<file path="src/sv/assert_macros.svh">
// ----------------------------------------------------------------------------
// Assertion macros
// Concurrent assertion helpers shared by the RTL. They compile to nothing
// when SYNTHESIS is defined.
// ----------------------------------------------------------------------------
`ifndef ASSERT_MACROS_SVH
`define ASSERT_MACROS_SVH

`ifndef SYNTHESIS

// Same-cycle implication: when ante holds, cons holds at the same edge.
`define ASSERT_IMP(name, clock, reset_n, ante, cons) \
    name: assert property (@(posedge clock) disable iff (!(reset_n)) (ante) |-> (cons)) \
        else $error("same-cycle implication check failed");

// Next-cycle implication: when ante holds, cons holds at the following edge.
`define ASSERT_NEXT(name, clock, reset_n, ante, cons) \
    name: assert property (@(posedge clock) disable iff (!(reset_n)) (ante) |=> (cons)) \
        else $error("next-cycle implication check failed");

`else

`define ASSERT_IMP(name, clock, reset_n, ante, cons)
`define ASSERT_NEXT(name, clock, reset_n, ante, cons)

`endif

`endif

</file>
<file path="src/sv/ffc_pkg.sv">
// ----------------------------------------------------------------------------
// ffc_pkg
// Shared types, constants and helper functions of the free-fly camera update.
// ----------------------------------------------------------------------------
`default_nettype none

package ffc_pkg;

    // Field widths.
    localparam int POS_W      = 32;
    localparam int ANG_W      = 16;
    localparam int CMD_W      = 4;
    localparam int TIME_W     = 16;
    localparam int MOVE_W     = 16;
    localparam int TURN_W     = 24;
    localparam int RATE_W     = MOVE_W + TIME_W;
    localparam int TURN_LSB   = 20;
    localparam int CFG_IDX_W  = 3;
    localparam int CFG_DATA_W = 32;

    // Default parameter values.
    localparam int CORDIC_STEPS_DEF  = 16;
    localparam int POS_FRAC_BITS_DEF = 16;

    // Datapath widths.
    localparam int CORDIC_W = 34;
    localparam int FAC_W    = 18;
    localparam int MUL_A_W  = 33;
    localparam int MUL_B_W  = FAC_W;
    localparam int PROD_W   = MUL_A_W + MUL_B_W;
    localparam int TRIG_SH  = 15;

    localparam logic signed [CORDIC_W-1:0] CORDIC_GAIN = 34'sd652032874;
    localparam logic signed [POS_W-1:0] POS_MAX = {1'b0, {(POS_W-1){1'b1}}};
    localparam logic signed [POS_W-1:0] POS_MIN = {1'b1, {(POS_W-1){1'b0}}};

    // Configuration reset values.
    localparam logic [MOVE_W-1:0] MOVE_SPEED_RST = 16'd256;
    localparam logic [TURN_W-1:0] TURN_SPEED_RST = 24'd65536;

    // Arctangent table, unsigned Q0.32 turns, so that a full turn is 2^32.
    localparam int ATAN_N     = 24;
    localparam int ATAN_IDX_W = $clog2(ATAN_N);
    localparam logic [31:0] ATAN_TAB [0:ATAN_N-1] = '{
        32'h20000000, 32'h12E4051E, 32'h09FB385B, 32'h051111D4,
        32'h028B0D43, 32'h0145D7E1, 32'h00A2F61E, 32'h00517C55,
        32'h0028BE53, 32'h00145F2F, 32'h000A2F98, 32'h000517CC,
        32'h00028BE6, 32'h000145F3, 32'h0000A2FA, 32'h0000517D,
        32'h000028BE, 32'h0000145F, 32'h00000A30, 32'h00000518,
        32'h0000028C, 32'h00000146, 32'h000000A3, 32'h00000051
    };

    // Command codes.
    localparam logic [CMD_W-1:0] CMD_LOAD       = 4'd0;
    localparam logic [CMD_W-1:0] CMD_LEFT       = 4'd1;
    localparam logic [CMD_W-1:0] CMD_RIGHT      = 4'd2;
    localparam logic [CMD_W-1:0] CMD_BACK       = 4'd3;
    localparam logic [CMD_W-1:0] CMD_FORWARD    = 4'd4;
    localparam logic [CMD_W-1:0] CMD_DOWN       = 4'd5;
    localparam logic [CMD_W-1:0] CMD_UP         = 4'd6;
    localparam logic [CMD_W-1:0] CMD_TURN_LEFT  = 4'd7;
    localparam logic [CMD_W-1:0] CMD_TURN_RIGHT = 4'd8;
    localparam logic [CMD_W-1:0] CMD_TURN_DOWN  = 4'd9;
    localparam logic [CMD_W-1:0] CMD_TURN_UP    = 4'd10;

    // Configuration register indexes.
    localparam logic [CFG_IDX_W-1:0] CFG_START_X     = 3'd0;
    localparam logic [CFG_IDX_W-1:0] CFG_START_Y     = 3'd1;
    localparam logic [CFG_IDX_W-1:0] CFG_START_Z     = 3'd2;
    localparam logic [CFG_IDX_W-1:0] CFG_START_PITCH = 3'd3;
    localparam logic [CFG_IDX_W-1:0] CFG_START_YAW   = 3'd4;
    localparam logic [CFG_IDX_W-1:0] CFG_MOVE_SPEED  = 3'd5;
    localparam logic [CFG_IDX_W-1:0] CFG_TURN_SPEED  = 3'd6;

    // Sequencer states.
    typedef enum logic [2:0] {
        S_IDLE,
        S_RATE,
        S_RATE_USE,
        S_CORDIC,
        S_TRIG_END,
        S_MUL,
        S_ACC,
        S_DONE
    } state_t;

    typedef enum logic [1:0] {
        AX_X,
        AX_Y,
        AX_Z
    } axis_t;

    // Multiplier operand sources.
    typedef enum logic [2:0] {
        OPD_DIST,
        OPD_SIN_YAW,
        OPD_COS_YAW,
        OPD_SIN_PITCH,
        OPD_COS_PITCH,
        OPD_FAC
    } opnd_t;

    localparam int MV_STEP_W = 3;
    localparam logic [MV_STEP_W-1:0] MV_STEP_MAX = 3'd4;

    // One multiply-and-use step of a translation.
    typedef struct packed {
        logic  to_fac;
        axis_t axis;
        logic  neg;
        logic  last;
        opnd_t a_sel;
        opnd_t b_sel;
    } mv_op_t;

    // Step list of the horizontal moves. Strafing scales the yaw vector
    // directly; forward and back first form the pitch-weighted factors.
    function automatic mv_op_t mv_decode(input logic [CMD_W-1:0] cmd,
                                         input logic [MV_STEP_W-1:0] step);
        mv_op_t op;
        logic   fwd;
        op.to_fac = 1'b0;
        op.axis   = AX_X;
        op.neg    = 1'b0;
        op.last   = 1'b0;
        op.a_sel  = OPD_DIST;
        op.b_sel  = OPD_COS_YAW;
        fwd = (cmd == CMD_BACK) || (cmd == CMD_FORWARD);
        if (!fwd)
        begin
            case (step)
                3'd0:
                begin
                    op.b_sel = OPD_COS_YAW;
                    op.axis  = AX_X;
                    op.neg   = (cmd == CMD_LEFT);
                end
                default:
                begin
                    op.b_sel = OPD_SIN_YAW;
                    op.axis  = AX_Z;
                    op.neg   = (cmd == CMD_RIGHT);
                    op.last  = 1'b1;
                end
            endcase
        end
        else
        begin
            case (step)
                3'd0:
                begin
                    op.to_fac = 1'b1;
                    op.a_sel  = OPD_SIN_YAW;
                    op.b_sel  = OPD_COS_PITCH;
                end
                3'd1:
                begin
                    op.b_sel = OPD_FAC;
                    op.axis  = AX_X;
                    op.neg   = (cmd == CMD_FORWARD);
                end
                3'd2:
                begin
                    op.to_fac = 1'b1;
                    op.a_sel  = OPD_COS_YAW;
                    op.b_sel  = OPD_COS_PITCH;
                end
                3'd3:
                begin
                    op.b_sel = OPD_FAC;
                    op.axis  = AX_Z;
                    op.neg   = (cmd == CMD_FORWARD);
                end
                default:
                begin
                    op.b_sel = OPD_SIN_PITCH;
                    op.axis  = AX_Y;
                    op.neg   = (cmd == CMD_BACK);
                    op.last  = 1'b1;
                end
            endcase
        end
        return op;
    endfunction

endpackage

`default_nettype wire

</file>
<file path="src/sv/ffc_if.sv">
// ----------------------------------------------------------------------------
// ffc_if
// Valid/ready channel interfaces: camera commands in, camera poses out.
// ----------------------------------------------------------------------------
`default_nettype none

interface ffc_cmd_if;
    import ffc_pkg::*;

    logic                valid;
    logic                ready;
    logic [CMD_W-1:0]    command;
    logic [TIME_W-1:0]   time_step;

    modport source (output valid, output command, output time_step, input ready);
    modport sink   (input valid, input command, input time_step, output ready);
endinterface

interface ffc_pose_if;
    import ffc_pkg::*;

    logic                    valid;
    logic                    ready;
    logic signed [POS_W-1:0] pos_x_out;
    logic signed [POS_W-1:0] pos_y_out;
    logic signed [POS_W-1:0] pos_z_out;
    logic [ANG_W-1:0]        yaw_out;
    logic [ANG_W-1:0]        pitch_out;
    logic                    saturated;

    modport source (output valid, output pos_x_out, output pos_y_out, output pos_z_out,
                    output yaw_out, output pitch_out, output saturated, input ready);
    modport sink   (input valid, input pos_x_out, input pos_y_out, input pos_z_out,
                    input yaw_out, input pitch_out, input saturated, output ready);
endinterface

`default_nettype wire

</file>
<file path="src/sv/free_fly_camera_update.sv">
// ----------------------------------------------------------------------------
// free_fly_camera_update
// Fixed-point free-fly camera: keeps position and yaw/pitch, applies one
// move or turn command per transaction and returns the new pose.
// ----------------------------------------------------------------------------
// The block takes one command transaction at a time and answers each with
// exactly one pose transaction. Work runs through a small sequencer around
// one multiplier and one CORDIC rotation stage. Load, turn, up, down and
// unused codes need only the speed-time multiply; strafing left or right
// adds one sine/cosine pass of the CORDIC stage and two multiply steps, and
// moving forward or back adds two CORDIC passes and five multiply steps.
// The pose sits in an output register, so a new command is accepted while
// the previous pose still waits to be taken; the block only stalls at the
// end of a command if that register is still full.
// ----------------------------------------------------------------------------
`default_nettype none

`include "assert_macros.svh"

module free_fly_camera_update #(
    parameter int CORDIC_STEPS  = ffc_pkg::CORDIC_STEPS_DEF,
    parameter int POS_FRAC_BITS = ffc_pkg::POS_FRAC_BITS_DEF
) (
    input  logic                               clk,
    input  logic                               rst_n,
    ffc_cmd_if.sink                            cmd_ch,
    ffc_pose_if.source                         pose_ch,
    input  logic                               cfg_we,
    input  logic [ffc_pkg::CFG_IDX_W-1:0]      cfg_index,
    input  logic [ffc_pkg::CFG_DATA_W-1:0]     cfg_data
);
    import ffc_pkg::*;

    // Iteration counter of the CORDIC stage.
    localparam int ITER_W = $clog2(CORDIC_STEPS);
    localparam logic [ITER_W-1:0] ITER_LAST = ITER_W'(CORDIC_STEPS - 1);

    // The speed-time product has 20 fraction bits. With fewer position
    // fraction bits it is cut down before the multiply; with more, the
    // extra left shift is folded into a shorter right shift after it.
    localparam int RSH    = (POS_FRAC_BITS <= 20) ? 20 - POS_FRAC_BITS : 0;
    localparam int LSH    = (POS_FRAC_BITS > 20) ? POS_FRAC_BITS - 20 : 0;
    localparam int SCL_SH = TRIG_SH - LSH;
    localparam int DIST_W = RATE_W + LSH;
    localparam int DLT_W  = PROD_W + 1;
    localparam int SUM_W  = DLT_W + 1;

    // Sequencer.
    state_t state_reg;
    state_t state_next;

    // Command being worked on.
    logic [CMD_W-1:0]  cmd_reg;
    logic [TIME_W-1:0] time_reg;

    // Configuration registers.
    logic signed [POS_W-1:0] start_x_reg;
    logic signed [POS_W-1:0] start_y_reg;
    logic signed [POS_W-1:0] start_z_reg;
    logic [ANG_W-1:0]        start_pitch_reg;
    logic [ANG_W-1:0]        start_yaw_reg;
    logic [MOVE_W-1:0]       move_speed_reg;
    logic [TURN_W-1:0]       turn_speed_reg;

    // Camera pose.
    logic signed [POS_W-1:0] pos_x_reg;
    logic signed [POS_W-1:0] pos_y_reg;
    logic signed [POS_W-1:0] pos_z_reg;
    logic [ANG_W-1:0]        yaw_reg;
    logic [ANG_W-1:0]        pitch_reg;
    logic                    sat_reg;

    // Shared multiplier and its result register.
    logic signed [MUL_A_W-1:0] mul_a;
    logic signed [MUL_B_W-1:0] mul_b;
    logic signed [PROD_W-1:0]  mul_out;
    logic signed [PROD_W-1:0]  prod_reg;
    logic [RATE_W-1:0]         rate_reg;

    // CORDIC stage.
    logic signed [CORDIC_W-1:0] cdx_reg;
    logic signed [CORDIC_W-1:0] cdy_reg;
    logic signed [CORDIC_W-1:0] cdz_reg;
    logic                       cneg_reg;
    logic [ITER_W-1:0]          iter_reg;
    logic                       pass_reg;
    logic signed [CORDIC_W-1:0] cd_xs;
    logic signed [CORDIC_W-1:0] cd_ys;
    logic [ATAN_IDX_W-1:0]      atan_idx;
    logic signed [CORDIC_W-1:0] atan_val;
    logic [ANG_W-1:0]           cd_ang;
    logic                       cd_fold;
    logic [31:0]                cd_z0;
    logic signed [CORDIC_W-1:0] cd_x_fin;
    logic signed [CORDIC_W-1:0] cd_y_fin;
    logic signed [CORDIC_W-1:0] cd_x_sh;
    logic signed [CORDIC_W-1:0] cd_y_sh;

    // Sine and cosine of both angles, Q15, and the product factor.
    logic signed [FAC_W-1:0] sin_yaw_reg;
    logic signed [FAC_W-1:0] cos_yaw_reg;
    logic signed [FAC_W-1:0] sin_pitch_reg;
    logic signed [FAC_W-1:0] cos_pitch_reg;
    logic signed [FAC_W-1:0] fac_reg;
    logic signed [PROD_W-1:0] fac_sh;

    // Move step list.
    logic [MV_STEP_W-1:0] step_reg;
    mv_op_t               mv_op;

    // Saturating position adder.
    logic [DIST_W-1:0]        move_dist;
    logic signed [PROD_W-1:0] scl;
    logic signed [DLT_W-1:0]  mag_scl;
    logic signed [DLT_W-1:0]  mag_dist;
    logic signed [DLT_W-1:0]  mag;
    logic signed [DLT_W-1:0]  delta;
    logic                     wr_neg;
    axis_t                    wr_axis;
    logic signed [POS_W-1:0]  pos_sel;
    logic signed [SUM_W-1:0]  add_sum;
    logic signed [POS_W-1:0]  clamp_val;
    logic                     clamp_hit;

    // Command classes.
    logic is_turn;
    logic is_move;
    logic is_vert;
    logic is_fwd;

    // Sequencer controls.
    logic in_acc;
    logic in_ready;
    logic out_free;
    logic out_load;
    logic cd_load;
    logic pos_wr;

    // Output register.
    logic                    out_valid_reg;
    logic signed [POS_W-1:0] pos_x_out_reg;
    logic signed [POS_W-1:0] pos_y_out_reg;
    logic signed [POS_W-1:0] pos_z_out_reg;
    logic [ANG_W-1:0]        yaw_out_reg;
    logic [ANG_W-1:0]        pitch_out_reg;
    logic                    saturated_reg;

    // ------------------------------------------------------------------
    // Command classification
    // ------------------------------------------------------------------
    assign is_turn = (cmd_reg >= CMD_TURN_LEFT) && (cmd_reg <= CMD_TURN_UP);
    assign is_move = (cmd_reg >= CMD_LEFT) && (cmd_reg <= CMD_UP);
    assign is_vert = (cmd_reg == CMD_DOWN) || (cmd_reg == CMD_UP);
    assign is_fwd  = (cmd_reg == CMD_BACK) || (cmd_reg == CMD_FORWARD);

    assign mv_op = mv_decode(cmd_reg, step_reg);

    // ------------------------------------------------------------------
    // Next-state logic
    // ------------------------------------------------------------------
    always_comb
    begin
        state_next = state_reg;
        unique case (state_reg)
            S_IDLE:
            begin
                if (in_acc)
                begin
                    state_next = S_RATE;
                end
            end
            S_RATE:
            begin
                state_next = S_RATE_USE;
            end
            S_RATE_USE:
            begin
                if (is_move && !is_vert)
                begin
                    state_next = S_CORDIC;
                end
                else
                begin
                    state_next = S_DONE;
                end
            end
            S_CORDIC:
            begin
                if (iter_reg == ITER_LAST)
                begin
                    state_next = S_TRIG_END;
                end
            end
            S_TRIG_END:
            begin
                if (!pass_reg && is_fwd)
                begin
                    state_next = S_CORDIC;
                end
                else
                begin
                    state_next = S_MUL;
                end
            end
            S_MUL:
            begin
                state_next = S_ACC;
            end
            S_ACC:
            begin
                if (mv_op.last)
                begin
                    state_next = S_DONE;
                end
                else
                begin
                    state_next = S_MUL;
                end
            end
            S_DONE:
            begin
                if (out_free)
                begin
                    state_next = S_IDLE;
                end
            end
        endcase
    end

    // ------------------------------------------------------------------
    // Sequencer outputs
    // ------------------------------------------------------------------
    always_comb
    begin
        in_ready = (state_reg == S_IDLE);
        in_acc   = in_ready && cmd_ch.valid;
        out_free = !out_valid_reg || pose_ch.ready;
        out_load = (state_reg == S_DONE) && out_free;
        // The CORDIC stage starts on yaw for every horizontal move and
        // runs a second pass on pitch for forward and back.
        cd_load  = ((state_reg == S_RATE_USE) && is_move && !is_vert) ||
                   ((state_reg == S_TRIG_END) && !pass_reg && is_fwd);
        pos_wr   = ((state_reg == S_RATE_USE) && is_vert) ||
                   ((state_reg == S_ACC) && !mv_op.to_fac);
    end

    assign cmd_ch.ready = in_ready;

    // ------------------------------------------------------------------
    // Shared multiplier operands
    // ------------------------------------------------------------------
    always_comb
    begin
        mul_a = '0;
        mul_b = '0;
        if (state_reg == S_RATE)
        begin
            // Speed times time step: distance for moves, angle for turns.
            if (is_turn)
            begin
                mul_a = MUL_A_W'(turn_speed_reg);
            end
            else
            begin
                mul_a = MUL_A_W'(move_speed_reg);
            end
            mul_b = MUL_B_W'(time_reg);
        end
        else
        begin
            case (mv_op.a_sel)
                OPD_SIN_YAW: mul_a = MUL_A_W'(sin_yaw_reg);
                OPD_COS_YAW: mul_a = MUL_A_W'(cos_yaw_reg);
                default:     mul_a = MUL_A_W'(rate_reg >> RSH);
            endcase
            case (mv_op.b_sel)
                OPD_SIN_YAW:   mul_b = sin_yaw_reg;
                OPD_COS_YAW:   mul_b = cos_yaw_reg;
                OPD_SIN_PITCH: mul_b = sin_pitch_reg;
                OPD_COS_PITCH: mul_b = cos_pitch_reg;
                default:       mul_b = fac_reg;
            endcase
        end
    end

    assign mul_out = mul_a * mul_b;

    // ------------------------------------------------------------------
    // CORDIC stage: one micro-rotation per cycle
    // ------------------------------------------------------------------
    assign cd_xs    = cdx_reg >>> iter_reg;
    assign cd_ys    = cdy_reg >>> iter_reg;
    assign atan_idx = ATAN_IDX_W'(iter_reg);
    assign atan_val = CORDIC_W'(ATAN_TAB[atan_idx]);

    // Angles in the left half-plane are turned by half a turn so the
    // rotation stays within its convergence range; the result is negated.
    assign cd_ang  = (state_reg == S_RATE_USE) ? yaw_reg : pitch_reg;
    assign cd_fold = cd_ang[ANG_W-1] ^ cd_ang[ANG_W-2];
    assign cd_z0   = {cd_ang[ANG_W-1] ^ cd_fold, cd_ang[ANG_W-2:0], 16'h0000};

    assign cd_x_fin = cneg_reg ? -cdx_reg : cdx_reg;
    assign cd_y_fin = cneg_reg ? -cdy_reg : cdy_reg;
    assign cd_x_sh  = cd_x_fin >>> TRIG_SH;
    assign cd_y_sh  = cd_y_fin >>> TRIG_SH;

    assign fac_sh = prod_reg >>> TRIG_SH;

    // ------------------------------------------------------------------
    // Saturating position adder
    // ------------------------------------------------------------------
    assign move_dist = (DIST_W'(prod_reg[RATE_W-1:0]) << LSH) >> RSH;
    assign scl      = prod_reg >>> SCL_SH;
    assign mag_scl  = DLT_W'(scl);
    assign mag_dist = DLT_W'(move_dist);
    assign mag      = (state_reg == S_ACC) ? mag_scl : mag_dist;
    assign wr_neg   = (state_reg == S_ACC) ? mv_op.neg : (cmd_reg == CMD_DOWN);
    assign wr_axis  = (state_reg == S_ACC) ? mv_op.axis : AX_Y;
    assign delta    = wr_neg ? -mag : mag;

    always_comb
    begin
        case (wr_axis)
            AX_Y:    pos_sel = pos_y_reg;
            AX_Z:    pos_sel = pos_z_reg;
            default: pos_sel = pos_x_reg;
        endcase
    end

    assign add_sum = SUM_W'(pos_sel) + SUM_W'(delta);

    always_comb
    begin
        clamp_hit = 1'b0;
        clamp_val = add_sum[POS_W-1:0];
        if (add_sum > SUM_W'(POS_MAX))
        begin
            clamp_hit = 1'b1;
            clamp_val = POS_MAX;
        end
        else if (add_sum < SUM_W'(POS_MIN))
        begin
            clamp_hit = 1'b1;
            clamp_val = POS_MIN;
        end
    end

    // ------------------------------------------------------------------
    // Control and architectural state
    // ------------------------------------------------------------------
    always_ff @(posedge clk or negedge rst_n)
    begin
        if (!rst_n)
        begin
            state_reg       <= S_IDLE;
            out_valid_reg   <= 1'b0;
            start_x_reg     <= '0;
            start_y_reg     <= '0;
            start_z_reg     <= '0;
            start_pitch_reg <= '0;
            start_yaw_reg   <= '0;
            move_speed_reg  <= MOVE_SPEED_RST;
            turn_speed_reg  <= TURN_SPEED_RST;
            pos_x_reg       <= '0;
            pos_y_reg       <= '0;
            pos_z_reg       <= '0;
            yaw_reg         <= '0;
            pitch_reg       <= '0;
            sat_reg         <= 1'b0;
            iter_reg        <= '0;
            pass_reg        <= 1'b0;
            step_reg        <= '0;
        end
        else
        begin
            state_reg <= state_next;

            if (out_load)
            begin
                out_valid_reg <= 1'b1;
            end
            else if (pose_ch.ready)
            begin
                out_valid_reg <= 1'b0;
            end

            if (cfg_we)
            begin
                unique case (cfg_index)
                    CFG_START_X:     start_x_reg     <= cfg_data[POS_W-1:0];
                    CFG_START_Y:     start_y_reg     <= cfg_data[POS_W-1:0];
                    CFG_START_Z:     start_z_reg     <= cfg_data[POS_W-1:0];
                    CFG_START_PITCH: start_pitch_reg <= cfg_data[ANG_W-1:0];
                    CFG_START_YAW:   start_yaw_reg   <= cfg_data[ANG_W-1:0];
                    CFG_MOVE_SPEED:  move_speed_reg  <= cfg_data[MOVE_W-1:0];
                    CFG_TURN_SPEED:  turn_speed_reg  <= cfg_data[TURN_W-1:0];
                    default:
                    begin
                    end
                endcase
            end

            if (in_acc)
            begin
                sat_reg <= 1'b0;
            end
            else if (pos_wr && clamp_hit)
            begin
                sat_reg <= 1'b1;
            end

            if ((state_reg == S_RATE_USE) && (cmd_reg == CMD_LOAD))
            begin
                pos_x_reg <= start_x_reg;
                pos_y_reg <= start_y_reg;
                pos_z_reg <= start_z_reg;
                yaw_reg   <= start_yaw_reg;
                pitch_reg <= start_pitch_reg;
            end
            else if (pos_wr)
            begin
                case (wr_axis)
                    AX_Y:    pos_y_reg <= clamp_val;
                    AX_Z:    pos_z_reg <= clamp_val;
                    default: pos_x_reg <= clamp_val;
                endcase
            end

            // Turns use the whole-unit part of the turn product, mod 2^16.
            if ((state_reg == S_RATE_USE) && is_turn)
            begin
                unique case (cmd_reg)
                    CMD_TURN_LEFT:  yaw_reg   <= yaw_reg + prod_reg[TURN_LSB +: ANG_W];
                    CMD_TURN_RIGHT: yaw_reg   <= yaw_reg - prod_reg[TURN_LSB +: ANG_W];
                    CMD_TURN_DOWN:  pitch_reg <= pitch_reg - prod_reg[TURN_LSB +: ANG_W];
                    default:        pitch_reg <= pitch_reg + prod_reg[TURN_LSB +: ANG_W];
                endcase
            end

            if (cd_load)
            begin
                iter_reg <= '0;
                pass_reg <= (state_reg == S_TRIG_END);
            end
            else if (state_reg == S_CORDIC)
            begin
                iter_reg <= iter_reg + 1'b1;
            end

            if (state_reg == S_TRIG_END)
            begin
                step_reg <= '0;
            end
            else if (state_reg == S_ACC)
            begin
                step_reg <= step_reg + 1'b1;
            end
        end
    end

    // ------------------------------------------------------------------
    // Datapath registers
    // ------------------------------------------------------------------
    always_ff @(posedge clk)
    begin
        if (in_acc)
        begin
            cmd_reg  <= cmd_ch.command;
            time_reg <= cmd_ch.time_step;
        end

        if ((state_reg == S_RATE) || (state_reg == S_MUL))
        begin
            prod_reg <= mul_out;
        end

        if (state_reg == S_RATE_USE)
        begin
            rate_reg <= prod_reg[RATE_W-1:0];
        end

        if (cd_load)
        begin
            cdx_reg  <= CORDIC_GAIN;
            cdy_reg  <= '0;
            cdz_reg  <= CORDIC_W'($signed(cd_z0));
            cneg_reg <= cd_fold;
        end
        else if (state_reg == S_CORDIC)
        begin
            if (!cdz_reg[CORDIC_W-1])
            begin
                cdx_reg <= cdx_reg - cd_ys;
                cdy_reg <= cdy_reg + cd_xs;
                cdz_reg <= cdz_reg - atan_val;
            end
            else
            begin
                cdx_reg <= cdx_reg + cd_ys;
                cdy_reg <= cdy_reg - cd_xs;
                cdz_reg <= cdz_reg + atan_val;
            end
        end

        if (state_reg == S_TRIG_END)
        begin
            if (!pass_reg)
            begin
                sin_yaw_reg <= cd_y_sh[FAC_W-1:0];
                cos_yaw_reg <= cd_x_sh[FAC_W-1:0];
            end
            else
            begin
                sin_pitch_reg <= cd_y_sh[FAC_W-1:0];
                cos_pitch_reg <= cd_x_sh[FAC_W-1:0];
            end
        end

        if ((state_reg == S_ACC) && mv_op.to_fac)
        begin
            fac_reg <= fac_sh[FAC_W-1:0];
        end

        if (out_load)
        begin
            pos_x_out_reg <= pos_x_reg;
            pos_y_out_reg <= pos_y_reg;
            pos_z_out_reg <= pos_z_reg;
            yaw_out_reg   <= yaw_reg;
            pitch_out_reg <= pitch_reg;
            saturated_reg <= sat_reg;
        end
    end

    assign pose_ch.valid     = out_valid_reg;
    assign pose_ch.pos_x_out = pos_x_out_reg;
    assign pose_ch.pos_y_out = pos_y_out_reg;
    assign pose_ch.pos_z_out = pos_z_out_reg;
    assign pose_ch.yaw_out   = yaw_out_reg;
    assign pose_ch.pitch_out = pitch_out_reg;
    assign pose_ch.saturated = saturated_reg;

    // ------------------------------------------------------------------
    // Assertions
    // ------------------------------------------------------------------
    // An accepted command always starts with the speed-time multiply.
    `ASSERT_NEXT(a_accept_starts_rate, clk, rst_n, cmd_ch.valid && cmd_ch.ready, state_reg == S_RATE)
    // Only translations can clip the position.
    `ASSERT_IMP(a_sat_only_on_move, clk, rst_n, (state_reg == S_DONE) && !is_move, !sat_reg)
    // A pose is only presented when the sequencer finishes a command.
    `ASSERT_IMP(a_pose_from_done, clk, rst_n, $rose(out_valid_reg), $past(state_reg) == S_DONE)
    // The move step counter never runs past the longest step list.
    `ASSERT_IMP(a_step_bound, clk, rst_n, (state_reg == S_MUL) || (state_reg == S_ACC), step_reg <= MV_STEP_MAX)

endmodule

`default_nettype wire

</file>
<file path="src/flat_wrapper.sv">
// flat-port wrapper written by rule: the top's interface ports become plain ports
module free_fly_camera_update_flat import ffc_pkg::*;
#(
    parameter int CORDIC_STEPS  = ffc_pkg::CORDIC_STEPS_DEF,
    parameter int POS_FRAC_BITS = ffc_pkg::POS_FRAC_BITS_DEF
)
  (clk, rst_n, cfg_we, cfg_index, cfg_data, cmd_ch_valid, cmd_ch_command, cmd_ch_time_step, cmd_ch_ready, pose_ch_valid, pose_ch_pos_x_out, pose_ch_pos_y_out, pose_ch_pos_z_out, pose_ch_yaw_out, pose_ch_pitch_out, pose_ch_saturated, pose_ch_ready);
  ffc_cmd_if cmd_ch_i ();
  ffc_pose_if pose_ch_i ();
  input  logic clk;
  input  logic rst_n;
  input  logic cfg_we;
  input  logic [ffc_pkg::CFG_IDX_W-1:0] cfg_index;
  input  logic [ffc_pkg::CFG_DATA_W-1:0] cfg_data;
  input wire logic [$bits(cmd_ch_i.valid)-1:0] cmd_ch_valid;
  input wire logic [$bits(cmd_ch_i.command)-1:0] cmd_ch_command;
  input wire logic [$bits(cmd_ch_i.time_step)-1:0] cmd_ch_time_step;
  output wire logic [$bits(cmd_ch_i.ready)-1:0] cmd_ch_ready;
  output wire logic [$bits(pose_ch_i.valid)-1:0] pose_ch_valid;
  output wire logic [$bits(pose_ch_i.pos_x_out)-1:0] pose_ch_pos_x_out;
  output wire logic [$bits(pose_ch_i.pos_y_out)-1:0] pose_ch_pos_y_out;
  output wire logic [$bits(pose_ch_i.pos_z_out)-1:0] pose_ch_pos_z_out;
  output wire logic [$bits(pose_ch_i.yaw_out)-1:0] pose_ch_yaw_out;
  output wire logic [$bits(pose_ch_i.pitch_out)-1:0] pose_ch_pitch_out;
  output wire logic [$bits(pose_ch_i.saturated)-1:0] pose_ch_saturated;
  input wire logic [$bits(pose_ch_i.ready)-1:0] pose_ch_ready;
  assign cmd_ch_i.valid = cmd_ch_valid;
  assign cmd_ch_i.command = cmd_ch_command;
  assign cmd_ch_i.time_step = cmd_ch_time_step;
  assign cmd_ch_ready = cmd_ch_i.ready;
  assign pose_ch_valid = pose_ch_i.valid;
  assign pose_ch_pos_x_out = pose_ch_i.pos_x_out;
  assign pose_ch_pos_y_out = pose_ch_i.pos_y_out;
  assign pose_ch_pos_z_out = pose_ch_i.pos_z_out;
  assign pose_ch_yaw_out = pose_ch_i.yaw_out;
  assign pose_ch_pitch_out = pose_ch_i.pitch_out;
  assign pose_ch_saturated = pose_ch_i.saturated;
  assign pose_ch_i.ready = pose_ch_ready;
  free_fly_camera_update #(.CORDIC_STEPS(CORDIC_STEPS), .POS_FRAC_BITS(POS_FRAC_BITS)) u_core (.clk(clk), .rst_n(rst_n), .cmd_ch(cmd_ch_i), .pose_ch(pose_ch_i), .cfg_we(cfg_we), .cfg_index(cfg_index), .cfg_data(cfg_data));
endmodule
</file>
<file path="config.mk">
export PLATFORM = sky130hd
export DESIGN_NAME = free_fly_camera_update_flat
export DESIGN_NICKNAME = d
export VERILOG_FILES = /design/src/sv/ffc_pkg.sv /design/src/sv/ffc_if.sv /design/src/sv/free_fly_camera_update.sv /design/src/flat_wrapper.sv
export VERILOG_INCLUDE_DIRS = /design/src /design/src/sv
export SDC_FILE = /design/constraint.sdc
export NUM_CORES = 2
export LEC_CHECK = 0
export BUFFER_PORTS_ARGS = -buffer_cell sky130_fd_sc_hd__buf_2
export CAP_MARGIN = 30
export CORE_AREA = 5 5 493 300
export DETAILED_ROUTE_END_ITERATION = 6
export DIE_AREA = 0 0 498 305
export REMOVE_ABC_BUFFERS = 1
export SYNTH_ARGS = -nofsm -noshare
export SYNTH_HDL_FRONTEND = slang
export SYNTH_SLANG_ARGS = --single-unit
</file>
<file path="constraint.sdc">
create_clock -name clk -period 12.7 [get_ports clk]
set_input_delay 1.905 -clock clk [delete_from_list [all_inputs] [get_ports clk]]
set_output_delay 1.905 -clock clk [all_outputs]
set_load 0.01 [all_outputs]
</file>
After elaboration in Yosys (flattened, before gate mapping). Memories as Yosys holds them, arrays and structs flattened. Cells that the tools add are included.

Register bits after elaboration: 734. Memories: 1. ROM bits: 1024.

Reductions and logical operators: 55. Order comparisons: 7. Muxes and demuxes: 66. Equality and inequality tests: 38. Shifts and indexed selects: 2. Add/sub/neg operators: 16. Bitwise logic cells: 4. $mul: 1.

Memory list: (name not given) (words 32, bits a word 32, read ports 1, clocked after Yosys merged registers in 0, write ports 0, RTL line free_fly_camera_update.sv:294) `assign atan_val = CORDIC_W'(ATAN_TAB[atan_idx]);`.

Operators by type and width (number): 2-to-1 mux 32 bit (13); 2-to-1 mux 34 bit (5); 2-to-1 mux 52 bit (2); 2-to-1 mux 33 bit (3); 2-to-1 mux 16 bit (5); one-hot mux 18 bit (4 select lines) (1); adder 34 bit (2); >>> shifter 34 x 4 -> 34 bit (2); subtractor 34 bit (2); negator 33 bit (2); one-hot mux 33 bit (2 select lines) (1); one-hot mux 16 bit (2 select lines) (2); one-hot mux 32 bit (2 select lines) (1); adder 32 x 52 -> 53 bit (1); > comparator 53 x 32 -> 1 bit, second input constant (1); < comparator 53 x 32 -> 1 bit, second input constant (1); negator 52 bit (1); multiplier 33 x 18 -> 51 bit (1); adder 34 x 33 -> 34 bit (1); subtractor 34 x 33 -> 34 bit (1); adder 16 bit (2); subtractor 16 bit (2); 2-to-1 mux 3 bit (9); == test 3 x 2 -> 1 bit, second input constant (8); 38 further kinds (120).

Depth between registers and ports, before layout.
Depth in word-level cells: 14. Depth in mapped cells: 40.

Worst setup path before layout. OpenSTA, ideal clock, no wires.

Path type: register -> register. Start point: register u_core.state_reg[0]. End point: register u_core.prod_reg[50], data pin. Path slack: 2.275 ns. Data arrival time: 10.164 ns. Required time: 12.439 ns. Stages on the path, launching flop included: 32. Period minus slack after synthesis: 10.425 ns. Library setup time: 0.261 ns. Cell sequence: dfrtp_1 clkbuf_1 nor2b_1 nor2b_1 clkbuf_1 clkbuf_1 nor2_1 nor2_1 clkbuf_1 nand2_1 fa_1 inv_1 fa_1 fa_1 fa_1 fa_1 inv_1 fa_1 inv_1 ha_1 a21o_1 a21o_1 a211o_1 a31o_2 nand3_1 a21oi_1 nand3b_1 a311oi_1 o21ai_0 o41ai_1 nand2_1 o311a_1.

Longest elaborated chain between the ends: 3. Elaborated cells between the ends (all ways): 4. Those cells by class: mul (1); eq/ne (1); mux (2).

Ends and longest elaborated chain: start: declaration (RTL line free_fly_camera_update.sv:49) `state_t state_reg;`; start signal: assignment (RTL line free_fly_camera_update.sv:376) `state_reg <= state_next;`; == test 3 x 1 -> 1 bit * (RTL line free_fly_camera_update.sv:256) `if (state_reg == S_RATE)`; 2-to-1 mux 33 bit / 2-to-1 mux 18 bit (equally long branches) (RTL line free_fly_camera_update.sv:256); multiplier 33 x 18 -> 51 bit * (RTL line free_fly_camera_update.sv:286) `assign mul_out = mul_a * mul_b;`; named net u_core.mul_out[50] (RTL line free_fly_camera_update.sv:76) `logic signed [PROD_W-1:0] mul_out;`; end signal: assignment (RTL line free_fly_camera_update.sv:474) `prod_reg <= mul_out;`; end: declaration (RTL line free_fly_camera_update.sv:77) `logic signed [PROD_W-1:0] prod_reg;`.

Mark *: on every way through the listed nets, which the timed path passes. The rest lies on a longest branch. A chain may end at the register's enable or synchronous reset.

Worst setup path after layout.
Start point: register u_core.cmd_reg[1]. End point: register u_core.prod_reg[50], data pin.

Longest elaborated chain between the ends: 7. Elaborated cells between the ends (all ways): 20. Those cells by class: mul (1); order compare (2); eq/ne (8); mux (7); reduce/logical (2).

Ends and longest elaborated chain: start: declaration (RTL line free_fly_camera_update.sv:53) `logic [CMD_W-1:0] cmd_reg;`; start signal: assignment (RTL line free_fly_camera_update.sv:468) `cmd_reg <= cmd_ch.command;`; == test 4 x 2 -> 1 bit / == test 4 x 3 -> 1 bit (equally long branches) (RTL line ffc_pkg.sv:128) `fwd = (cmd == CMD_BACK) || (cmd == CMD_FORWARD);`; logical OR 1 bit (RTL line ffc_pkg.sv:128); 2-to-1 mux 3 bit / 2-to-1 mux 2 bit (equally long branches) (RTL line ffc_pkg.sv:129) `if (!fwd)`; == test 3 bit, or another cell as far along (RTL line free_fly_camera_update.sv:276) `case (mv_op.b_sel)`; one-hot mux 18 bit (4 select lines) / one-hot mux 33 bit (2 select lines) (equally long branches) (RTL line free_fly_camera_update.sv:276, free_fly_camera_update.sv:271); 2-to-1 mux 18 bit / 2-to-1 mux 33 bit (equally long branches) (RTL line free_fly_camera_update.sv:256); multiplier 33 x 18 -> 51 bit * (RTL line free_fly_camera_update.sv:286); named net u_core.mul_out[50] (RTL line free_fly_camera_update.sv:76).

Marked as above.

==> metrics.yaml <==
status:
  status: "finished clean"
floorplanning:
  num_rows: 108
  dieArea_sq_um: 151900
  die-height_um: 305
  start_util_pct: 44.55
  die_w_um: 498
  core_area_sq_um: 143200
  io_pins: 191
timing:
  finalHoldViolCount: 0
  slew_violations: 0
  fin_crit_ns: 11.12
  skew_ns: 0.07936
  rsz0062_at_grt: "false"
  relSlewSlack_pct: 27.00
  worst_pin_slew_ns: 1.095
  max_freq_mhz: 89.91
  finalCritPeriodShare_pct: 87.58
  setup_viol: 0
  tns_ns: 0
place:
  portBuffers: 190
  dp_hpwl_um: 168000
  place.gp.congestion: 0.9971
global_routing:
  grt_pass1_vias: 49680
  track_usage_pct: 28.28
  antenna_found_initial: 12
  grt_pass1_wl_um: 327600
  gr-total-overflow: 0
  grt_max_degree: 115
worst_setup_path:
  worst_ep_required_time_ns: 13.10
  worstSetupStartpoint: "u_core.cmd_reg[1]"
  worstPathArrival_ns: 11.52
  cp_max_fo: 29
  cp_slowest_cell: "ha_1"
  r2r-start: "u_core.cmd_reg[1]"
  critPathMostFrequentCell: "fa_1"
  end_kind: "flop"
  rrSetupSlack_ns: 1.58
  r2r-end: "u_core.prod_reg[50]"
  max_stage_delay_ns: 0.94
  crit_end: "u_core.prod_reg[50]"
  r2r_cells: 32
  startpoint_type: "flop"
  path_class: "reg -> reg"
routing:
  wire_per_inst_um: 25.13
  drc: 0
  via_count: 51930
  drt_iter0_drc: 6297
  final_antenna_net_count: 0
  viasPerCell: 5.971
  first_pass_iters: 6
  drt-total-wl_um: 218500
clock_network:
  clock-sinks: 726
  path_clk_slew_ns: 0.07
  cts-resized-gates: 0
  ctsHoldBuffers: 0
  cts_max_level: 3
  cts_tree: "done"
  root_buffer: "clkbuf_16"
  postCtsSetupBuffers: 0
  clockBufferDepth: 3
  cts_buffers: 75
  worstSkewPairLatency_ns: 0.71
synth:
  yosys.cell_types.count: 100
  yosysMostFrequentCell: "inv_1"
  ys_seq_area_share_pct: 30.43
  yosys_most_used_dff: "edfxtp_1"
  syn_area_per_cell_sq_um: 9.573
  synth_edf_count: 333
  syn_area_sq_um: 63810
  synthArstFlopShare_pct: 42.56
  synth-seq-cells: 726
  yosysTopAreaCell: "fa_1"
  yosys-top-cells-area: "fa_1 (16%), edfxtp_1 (16%), dfrtp_1 (12%)"
  synth_common_cells: "inv_1 (696), nand2_1 (646), nor2_1 (630)"
  synth.top_cell.area_share_pct: 16.47
  ys_warn_count: 0
  synth_cells: 6666
min_path:
  hp-class: "reg -> reg"
finish:
  drive_gt1_share_pct: 11.67
  largest_reg_flops: 47
  area_delta_synth_final_pct: 9.182
  final_nets: 7606
flow_run:
  maxCapViolations: 0
routing by layer:
| metal | track usage, % | routed length (um) |
|---|---|---|
| met1 | 45.68 | 103400 |
| met5 | 0 | 0 |
| met3 | 9.888 | 29900 |
| met2 | 35.86 | 81300 |
| met4 | 4.840 | 3933 |
how the worst min path moves through the flow:
| stage | end | startpoint | cells past startpoint | slack (ns) |
|---|---|---|---|---|
| after global placement | u_core.cdz_reg[13] | u_core.cdz_reg[13] | 2 | 0.44 |
| after detailed placement | u_core.cdz_reg[13] | u_core.cdz_reg[13] | 2 | 0.45 |
| after floorplan | u_core.rate_reg[12] | u_core.prod_reg[12] | 0 | 0.43 |
| final | u_core.cdz_reg[13] | u_core.cdz_reg[13] | 2 | 0.46 |
| after CTS | u_core.pose_ch.pos_z_out[15] | u_core.pos_z_reg[15] | 0 | 0.45 |
| after global routing | u_core.pose_ch.pos_z_out[15] | u_core.pos_z_reg[15] | 0 | 0.48 |
cell type report:
cell class                 instances  area, sq um
clock buffer                      98         2044
inverter                         701         2631
antenna                            4        10.01
fill                           13380        73570
multi-input combinational       4883        40470
sequential                       726        19420
tap                             1925         2409
timing repair buffer             318         2078
clock inverter                    42        604.3
worst max-delay path: cells and delay by family (launching register included):
family / cells / cell delay [ns]
AND/OR/NAND/NOR: 8 / 1.70
buffers and inverters: 6 / 0.77
adder cells (fa/ha/maj): 8 / 4.29
AO/OA/AOI/OAI: 10 / 3.52
flip-flops: 1 / 0.52
through the flow:
stage	util [%]	instances	hold slack, ns	cell area, sq um	setup WS (ns)
6_report	48.64	8697	0.4592	69670	1.578
3_3_place_gp	46.58	8534	0.4405	66710	1.927
2_1_floorplan	-	6310	0.4261	62340	0.3614
5_1_grt	48.64	8694	0.4785	69660	1.076
3_5_place_dp	46.68	8545	0.4491	66870	1.900
4_1_cts	48.53	8685	0.4509	69510	1.774
logic make-up (layout without fill, tap and decap cells):
kind of cell | Yosys count | after routing | share of synthesized area [%]
simple gates | 1830 | 1830 | 12.85
compound gates | 1443 | 1443 | 14.47
buf+inv | 1057 | 1159 | 6.427
fa+ha+maj | 841 | 841 | 22.67
flops | 726 | 726 | 30.43
mux | 397 | 397 | 8.057
xor+xnor | 372 | 372 | 5.106
other cells | 0 | 4 | 0
layout by cell type, fill, tap and decap left out, drive strengths merged, types with 84 or more instances in the layout:
cell	count
a21o	121
a21oi	397
buf	318
clkbuf	98
dfrtp	307
dfxtp	84
edfxtp	333
fa	525
ha	316
inv	705
mux2	203
mux2i	121
nand2	646
nand3	99
nor2	631
nor3	89
o21ai	340
o221ai	89
xnor2	232
xor2	140
Power is left out: the tool's default activity adds up to more than one toggle a clock period on the data nets, which glitch-free logic cannot reach.
